===== src/rtl/stlb_pkg.sv =====
// ----------------------------------------------------------------------------
// stlb_pkg
// Shared types and constants for the sorted table lower-bound search block.
// ----------------------------------------------------------------------------
`default_nettype none

package stlb_pkg;

   localparam int MODE_W = 2;
   localparam int DATA_W = 32;
   localparam int IDX_W  = 11;

   localparam logic [DATA_W-1:0] SIGN_FLIP = 32'h8000_0000;

   typedef enum logic [MODE_W-1:0] {
      MODE_CLEAR  = 2'd0,
      MODE_APPEND = 2'd1,
      MODE_QUERY  = 2'd2,
      MODE_NONE   = 2'd3
   } mode_type;

   typedef enum logic [2:0] {
      S_IDLE,
      S_GAL_RD,
      S_GAL_CMP,
      S_BIN_SETUP,
      S_BIN_RD,
      S_BIN_CMP,
      S_FIN_CMP,
      S_DONE
   } state_type;

   typedef struct packed {
      logic idle;
      logic done;
   } status_type;

endpackage

`default_nettype wire


===== src/rtl/stlb_engine.sv =====
// ----------------------------------------------------------------------------
// stlb_engine
// Search sequencer: galloping probes then lower-bound binary search, one
// table read and one shared compare per step.
// ----------------------------------------------------------------------------
`default_nettype none

module stlb_engine #(
   parameter int AW    = 10,
   parameter int CNT_W = 11
) (
   input  wire logic                        clock,
   input  wire logic                        reset,
   input  wire logic                        start,
   input  wire logic [stlb_pkg::DATA_W-1:0] key,
   input  wire logic [CNT_W-1:0]            count,
   input  wire logic                        ack,
   input  wire logic [stlb_pkg::DATA_W-1:0] rd_data,
   output logic      [AW-1:0]               rd_addr,
   output stlb_pkg::status_type             status,
   output logic      [CNT_W-1:0]            result
);
   import stlb_pkg::*;

   localparam int PRB_W = CNT_W + 1;

   state_type            state_ff, state_in;
   logic [DATA_W-1:0]    key_ff, key_in;
   logic [CNT_W-1:0]     n_ff, n_in;
   logic [PRB_W-1:0]     probe_ff, probe_in;
   logic [AW-1:0]        lo_ff, lo_in;
   logic [AW-1:0]        hi_ff, hi_in;
   logic [AW-1:0]        mid_ff, mid_in;
   logic [CNT_W-1:0]     res_ff, res_in;

   logic                 lt;
   logic [PRB_W-1:0]     probe_x2;
   logic [PRB_W-1:0]     n_ext;
   logic [AW-1:0]        mid_calc;

   // shared compare unit (entries and key are sign-flipped)
   assign lt       = rd_data < key_ff;
   assign probe_x2 = probe_ff << 1;
   assign n_ext    = PRB_W'(n_ff);
   assign mid_calc = lo_ff + ((hi_ff - lo_ff) >> 1);

   always_comb begin
      state_in = state_ff;
      case (state_ff)
         S_IDLE: begin
            if (start) begin
               if (count == '0) begin
                  state_in = S_DONE;
               end else if (count > CNT_W'(1)) begin
                  state_in = S_GAL_RD;
               end else begin
                  state_in = S_BIN_SETUP;
               end
            end
         end
         S_GAL_RD:    state_in = S_GAL_CMP;
         S_GAL_CMP: begin
            if (lt && (probe_x2 < n_ext)) begin
               state_in = S_GAL_RD;
            end else begin
               state_in = S_BIN_SETUP;
            end
         end
         S_BIN_SETUP: state_in = S_BIN_RD;
         S_BIN_RD: begin
            if (lo_ff < hi_ff) begin
               state_in = S_BIN_CMP;
            end else begin
               state_in = S_FIN_CMP;
            end
         end
         S_BIN_CMP:   state_in = S_BIN_RD;
         S_FIN_CMP:   state_in = S_DONE;
         S_DONE: begin
            if (ack) begin
               state_in = S_IDLE;
            end
         end
         default:     state_in = S_IDLE;
      endcase
   end

   always_comb begin
      status.idle = 1'b0;
      status.done = 1'b0;
      rd_addr     = lo_ff;
      case (state_ff)
         S_IDLE:   status.idle = 1'b1;
         S_GAL_RD: rd_addr = probe_ff[AW-1:0];
         S_BIN_RD: rd_addr = (lo_ff < hi_ff) ? mid_calc : lo_ff;
         S_DONE:   status.done = 1'b1;
         default:  rd_addr = lo_ff;
      endcase
   end

   always_comb begin
      key_in   = key_ff;
      n_in     = n_ff;
      probe_in = probe_ff;
      lo_in    = lo_ff;
      hi_in    = hi_ff;
      mid_in   = mid_ff;
      res_in   = res_ff;
      case (state_ff)
         S_IDLE: begin
            if (start) begin
               key_in   = key ^ SIGN_FLIP;
               n_in     = count;
               probe_in = PRB_W'(1);
               res_in   = '0;
            end
         end
         S_GAL_CMP: begin
            if (lt) begin
               probe_in = probe_x2;
            end
         end
         S_BIN_SETUP: begin
            lo_in = AW'(probe_ff >> 1);
            hi_in = (probe_ff < n_ext) ? AW'(probe_ff) : AW'(n_ff - CNT_W'(1));
         end
         S_BIN_RD:  mid_in = mid_calc;
         S_BIN_CMP: begin
            if (lt) begin
               lo_in = mid_ff + AW'(1);
            end else begin
               hi_in = mid_ff;
            end
         end
         S_FIN_CMP: res_in = lt ? n_ff : CNT_W'(lo_ff);
         default:   res_in = res_ff;
      endcase
   end

   always_ff @(posedge clock) begin
      if (reset) begin
         state_ff <= S_IDLE;
      end else begin
         state_ff <= state_in;
      end
      key_ff   <= key_in;
      n_ff     <= n_in;
      probe_ff <= probe_in;
      lo_ff    <= lo_in;
      hi_ff    <= hi_in;
      mid_ff   <= mid_in;
      res_ff   <= res_in;
   end

   assign result = res_ff;

endmodule

`default_nettype wire


===== config.mk =====
export PLATFORM = sky130hd
export DESIGN_NAME = stlb_engine
export DESIGN_NICKNAME = d
export VERILOG_FILES = /design/src/rtl/stlb_pkg.sv /design/src/rtl/stlb_engine.sv
export SDC_FILE = /design/constraint.sdc
export NUM_CORES = 1
export LEC_CHECK = 0
export ABC_AREA = 1
export BUFFER_PORTS_ARGS = -buffer_cell sky130_fd_sc_hd__buf_4
export CORE_MARGIN = 1
export CORE_UTILIZATION = 31
export DETAILED_ROUTE_END_ITERATION = 16
export GPL_TIMING_DRIVEN = 0
export PLACE_DENSITY = 0.59
export SYNTH_ARGS = -nofsm -noshare
export SYNTH_HDL_FRONTEND = slang
export SYNTH_SLANG_ARGS = --single-unit

===== constraint.sdc =====
create_clock -name clock -period 3 [get_ports clock]
set_clock_uncertainty 0.1 [all_clocks]
set_input_delay 0.3 -clock clock [delete_from_list [all_inputs] [get_ports clock]]
set_output_delay 0.3 -clock clock [all_outputs]
set_load 0.01 [all_outputs]

==> parameters.txt <==
Parameter                              Value

Global routing
  Leftover overflow at the end of global routing    0
  Wire length of the first global-routing pass    27.6 mm
  Maximum number of pins on one net before global-route repair    31
  Initial antenna violation count    0
  Total Routing Usage GR    0.168
  Number of global-route vias before repair    5318

Finish
  Final cell utilization of the core    0.425
  Summed area of non-filler cells in the final layout    8610 um^2
  # nets final    1020
  Fraction of layout instances using a drive strength above 1    0.297
  Number of diodes    0
  Post-synthesis to final-layout area growth    34.4%
  Most frequent cells in the layout    sky130_fd_sc_hd__buf_4, sky130_fd_sc_hd__nand2_1, sky130_fd_sc_hd__inv_1
  Commonest non-fill, non-tap cell in the layout    sky130_fd_sc_hd__buf_4
  Post-layout instance count excluding filler cells    1142

Yosys
  #FFs+latches synth    99
  Top flip-flop cell by instance count after synthesis    sky130_fd_sc_hd__edfxtp_1
  Synthesized area per cell    9.00 um^2
  Summed instance area of the synthesized netlist    6410 um^2
  Syn Inst Count    712
  Synthesis warning total    0
  Proportion of synthesized chip area in sequential cells    0.459
  Number of flops mapped to enable cells by yosys    96
  Net count after synthesis    865
  Unique masters post-synth    38
  Fraction of synthesis flops using an asynchronous set or reset pin    0

Power and ir drop
  Power per cell area    754 nW/um^2
  Leakage power total    3.80 nW
  Maximum vdd drop    0.288 mV
  Power Total    6.49 mW

Routing
  Number of design rule violations left after detail routing    0
  Total vias in the final route    5304
  Starting DRT DRC Count    293
  Final Routed Wirelength    17.4 mm
  Number of nets still failing antenna checks after routing    0
  Number of vias per cell after detailed routing    4.64
  Count of TritonRoute iterations in the first routing pass    4
  Avg WL per Cell    15.2 um

Die
  Floorplan die height    146 um
  Core footprint    20200 um^2
  Standard-cell rows    52
  Top-level port count    102
  Die Outline Area    21200 um^2
  Initial standard-cell utilization of the core    0.317
  Horiz. Die Dim    146 um

Setup path
  Slowest Stage Delay on Critical Path    0.45 ns
  Count of buffering cells on the critical path with inverters included    2
  Cell family with the largest share of critical-path delay    adder cells
  Series of cell instances along the critical path    ha_4, fa_2, inv_2, a21oi_4, xnor2_1, ha_2, nand2_2, nor3_4, nand3_2, nand4_1, xor2_2, nor2_1, nor2_1, nor2_2, buf_4
  Slowest-stage cell, CP    sky130_fd_sc_hd__edfxtp_1
  Crit-path max FO    5
  Startpoint kind of the worst setup timing path    flop
  Reg2reg start    lo_ff[0]
  CP dominant cell by count    sky130_fd_sc_hd__nor2_1
  Worst setup path category    reg -> out
  Data required time of the critical path    2.60 ns
  Endpoint arrival time on the critical path    3.23 ns
  Critical path origin    lo_ff[0]
  Nature of the critical path endpoint    output pin

Placement
  Count of port buffers added during placement    101
  Global placer's final weighted congestion    0.824
  Post-DP HPWL    13.3 mm
  Cell Area, Placed    7570 um^2
  Placed instance count    1086
  Minimum setup slack after placement    -0.588 ns

Timing
  Max-slew headroom at the worst pin    0.467
  Hold_ws    0.0214 ns
  Final Hold Vio Count    0
  Least-Margin Pin Slew    0.797 ns
  Max-slew violations    0
  RSZ-0062 raised after global routing    true
  Min Tclk post-route    3.63 ns
  Top achievable clock speed    275 MHz
  Final WS setup    -0.635 ns
  Period utilisation layout    1.21
  TNS Setup    -3.70 ns
  Number of failing setup endpoints in the final timing report    10

Clock tree
  Clock net sink count    99
  Clock root buffer master    sky130_fd_sc_hd__clkbuf_16
  Max H-tree Level    3
  Clock tree from TritonCTS    done
  Latest clock arrival within the worst-skew pair    0.35 ns
  Number of clock buffers inserted by TritonCTS    9
  Clk pin slew, worst setup/hold paths    0.07 ns
  Max clock buf depth    2

Min path
  Hold Crit Class    in -> reg
  HP Start    key[29]

Status
  Result of the run    finished with violations
  Violated checks    setup timing

Job
  Maximum capacitance violations    0
cell type report:
type,count,area (um^2)
Inverter,119,447
Timing Repair Buffer,144,1120
Clock inverter,7,42.5
Fill cell,1971,11600
Sequential cell,99,2940
Tap cell,270,338
Clock buffer,9,225
Buffer,8,48.8
Multi-Input combinational cell,486,3440
cell usage after synthesis (2+ instances only):
cell type,count,area share
sky130_fd_sc_hd__o21a_1,4,0.0047
sky130_fd_sc_hd__o21ai_1,10,0.0078
sky130_fd_sc_hd__buf_2,3,0.0023
sky130_fd_sc_hd__xnor2_1,9,0.012
sky130_fd_sc_hd__nand3_1,30,0.023
sky130_fd_sc_hd__nor2_1,74,0.043
sky130_fd_sc_hd__clkbuf_1,2,0.0012
sky130_fd_sc_hd__o21ai_0,34,0.027
sky130_fd_sc_hd__nor3_4,2,0.0051
sky130_fd_sc_hd__edfxtp_1,96,0.45
sky130_fd_sc_hd__inv_2,7,0.0041
sky130_fd_sc_hd__fa_1,2,0.0063
sky130_fd_sc_hd__buf_4,2,0.0023
sky130_fd_sc_hd__a21oi_1,48,0.037
sky130_fd_sc_hd__nand2_1,130,0.076
sky130_fd_sc_hd__o21bai_1,2,0.0023
sky130_fd_sc_hd__nor4_1,2,0.0020
sky130_fd_sc_hd__inv_1,112,0.066
sky130_fd_sc_hd__o211ai_1,14,0.016
sky130_fd_sc_hd__o31ai_1,2,0.0023
sky130_fd_sc_hd__nand4_1,9,0.0088
sky130_fd_sc_hd__dfxtp_1,3,0.0094
sky130_fd_sc_hd__ha_1,72,0.14
sky130_fd_sc_hd__nand2_2,4,0.0039
sky130_fd_sc_hd__nand3b_1,2,0.0023
sky130_fd_sc_hd__xor2_1,12,0.016
sky130_fd_sc_hd__nor3_1,14,0.011
cell families after synthesis:
group | Yosys count | synth area share
AO/OA/AOI/OAI | 118 | 0.102
XOR/XNOR | 21 | 0.0287
AND/OR/NAND/NOR | 273 | 0.186
flip-flops | 99 | 0.459
buffers and inverters | 127 | 0.0773
adder cells (fa/ha/maj) | 74 | 0.147
state kept, by name (all words and copies together) (netlist names):
name / flops
result: 11
mid_ff: 10
hi_ff: 10
probe_ff: 12
key_ff: 32
lo_ff: 10
state_ff: 3
n_ff: 11
layer usage:
layer	GRT usage	vias to the layer above	share of wire	wire [um]
li1	-	2723	-	-
met1	0.208	2463	0.44	7650
met2	0.298	95	0.51	8830
met3	0.0282	23	0.030	529
met4	0.0505	0	0.021	359
met5	0	-	0	0
timing repair:
action                     CTS  global route
pin swaps                   48            38
setup endpoints to repair   35            30
setup buffers               30            11
gates resized for setup     59            40
hold endpoints to repair     1             0
hold buffers                 1             0
where the power goes:
group          switching (mW)  internal (mW)
combinational            1.85           1.41
sequential              0.186           1.96
clock                   0.529          0.559
worst reg2reg max path: stages, from the launching register on:
cell                       delay, ns
sky130_fd_sc_hd__edfxtp_1       0.45
sky130_fd_sc_hd__ha_4           0.20
sky130_fd_sc_hd__fa_2           0.37
sky130_fd_sc_hd__inv_2          0.10
sky130_fd_sc_hd__a21oi_4        0.06
sky130_fd_sc_hd__xnor2_1        0.14
sky130_fd_sc_hd__ha_2           0.41
sky130_fd_sc_hd__nand2_2        0.11
sky130_fd_sc_hd__nor3_4         0.23
sky130_fd_sc_hd__nand3_2        0.09
sky130_fd_sc_hd__nand4_1        0.17
sky130_fd_sc_hd__xor2_2         0.18
sky130_fd_sc_hd__buf_4          0.14
sky130_fd_sc_hd__inv_2          0.02
path summary, 6_finish.rpt:
check	end	slack, ns	depth (start not counted)
worst min register to register	state_ff[2]	0.47	2
worst max register to register	mid_ff[9]	-0.01	13
worst min-delay path	key_ff[29]	0.02	1
worst max-delay path	rd_addr[9]	-0.63	15
Note: power is estimated with default switching activity, not from simulation.
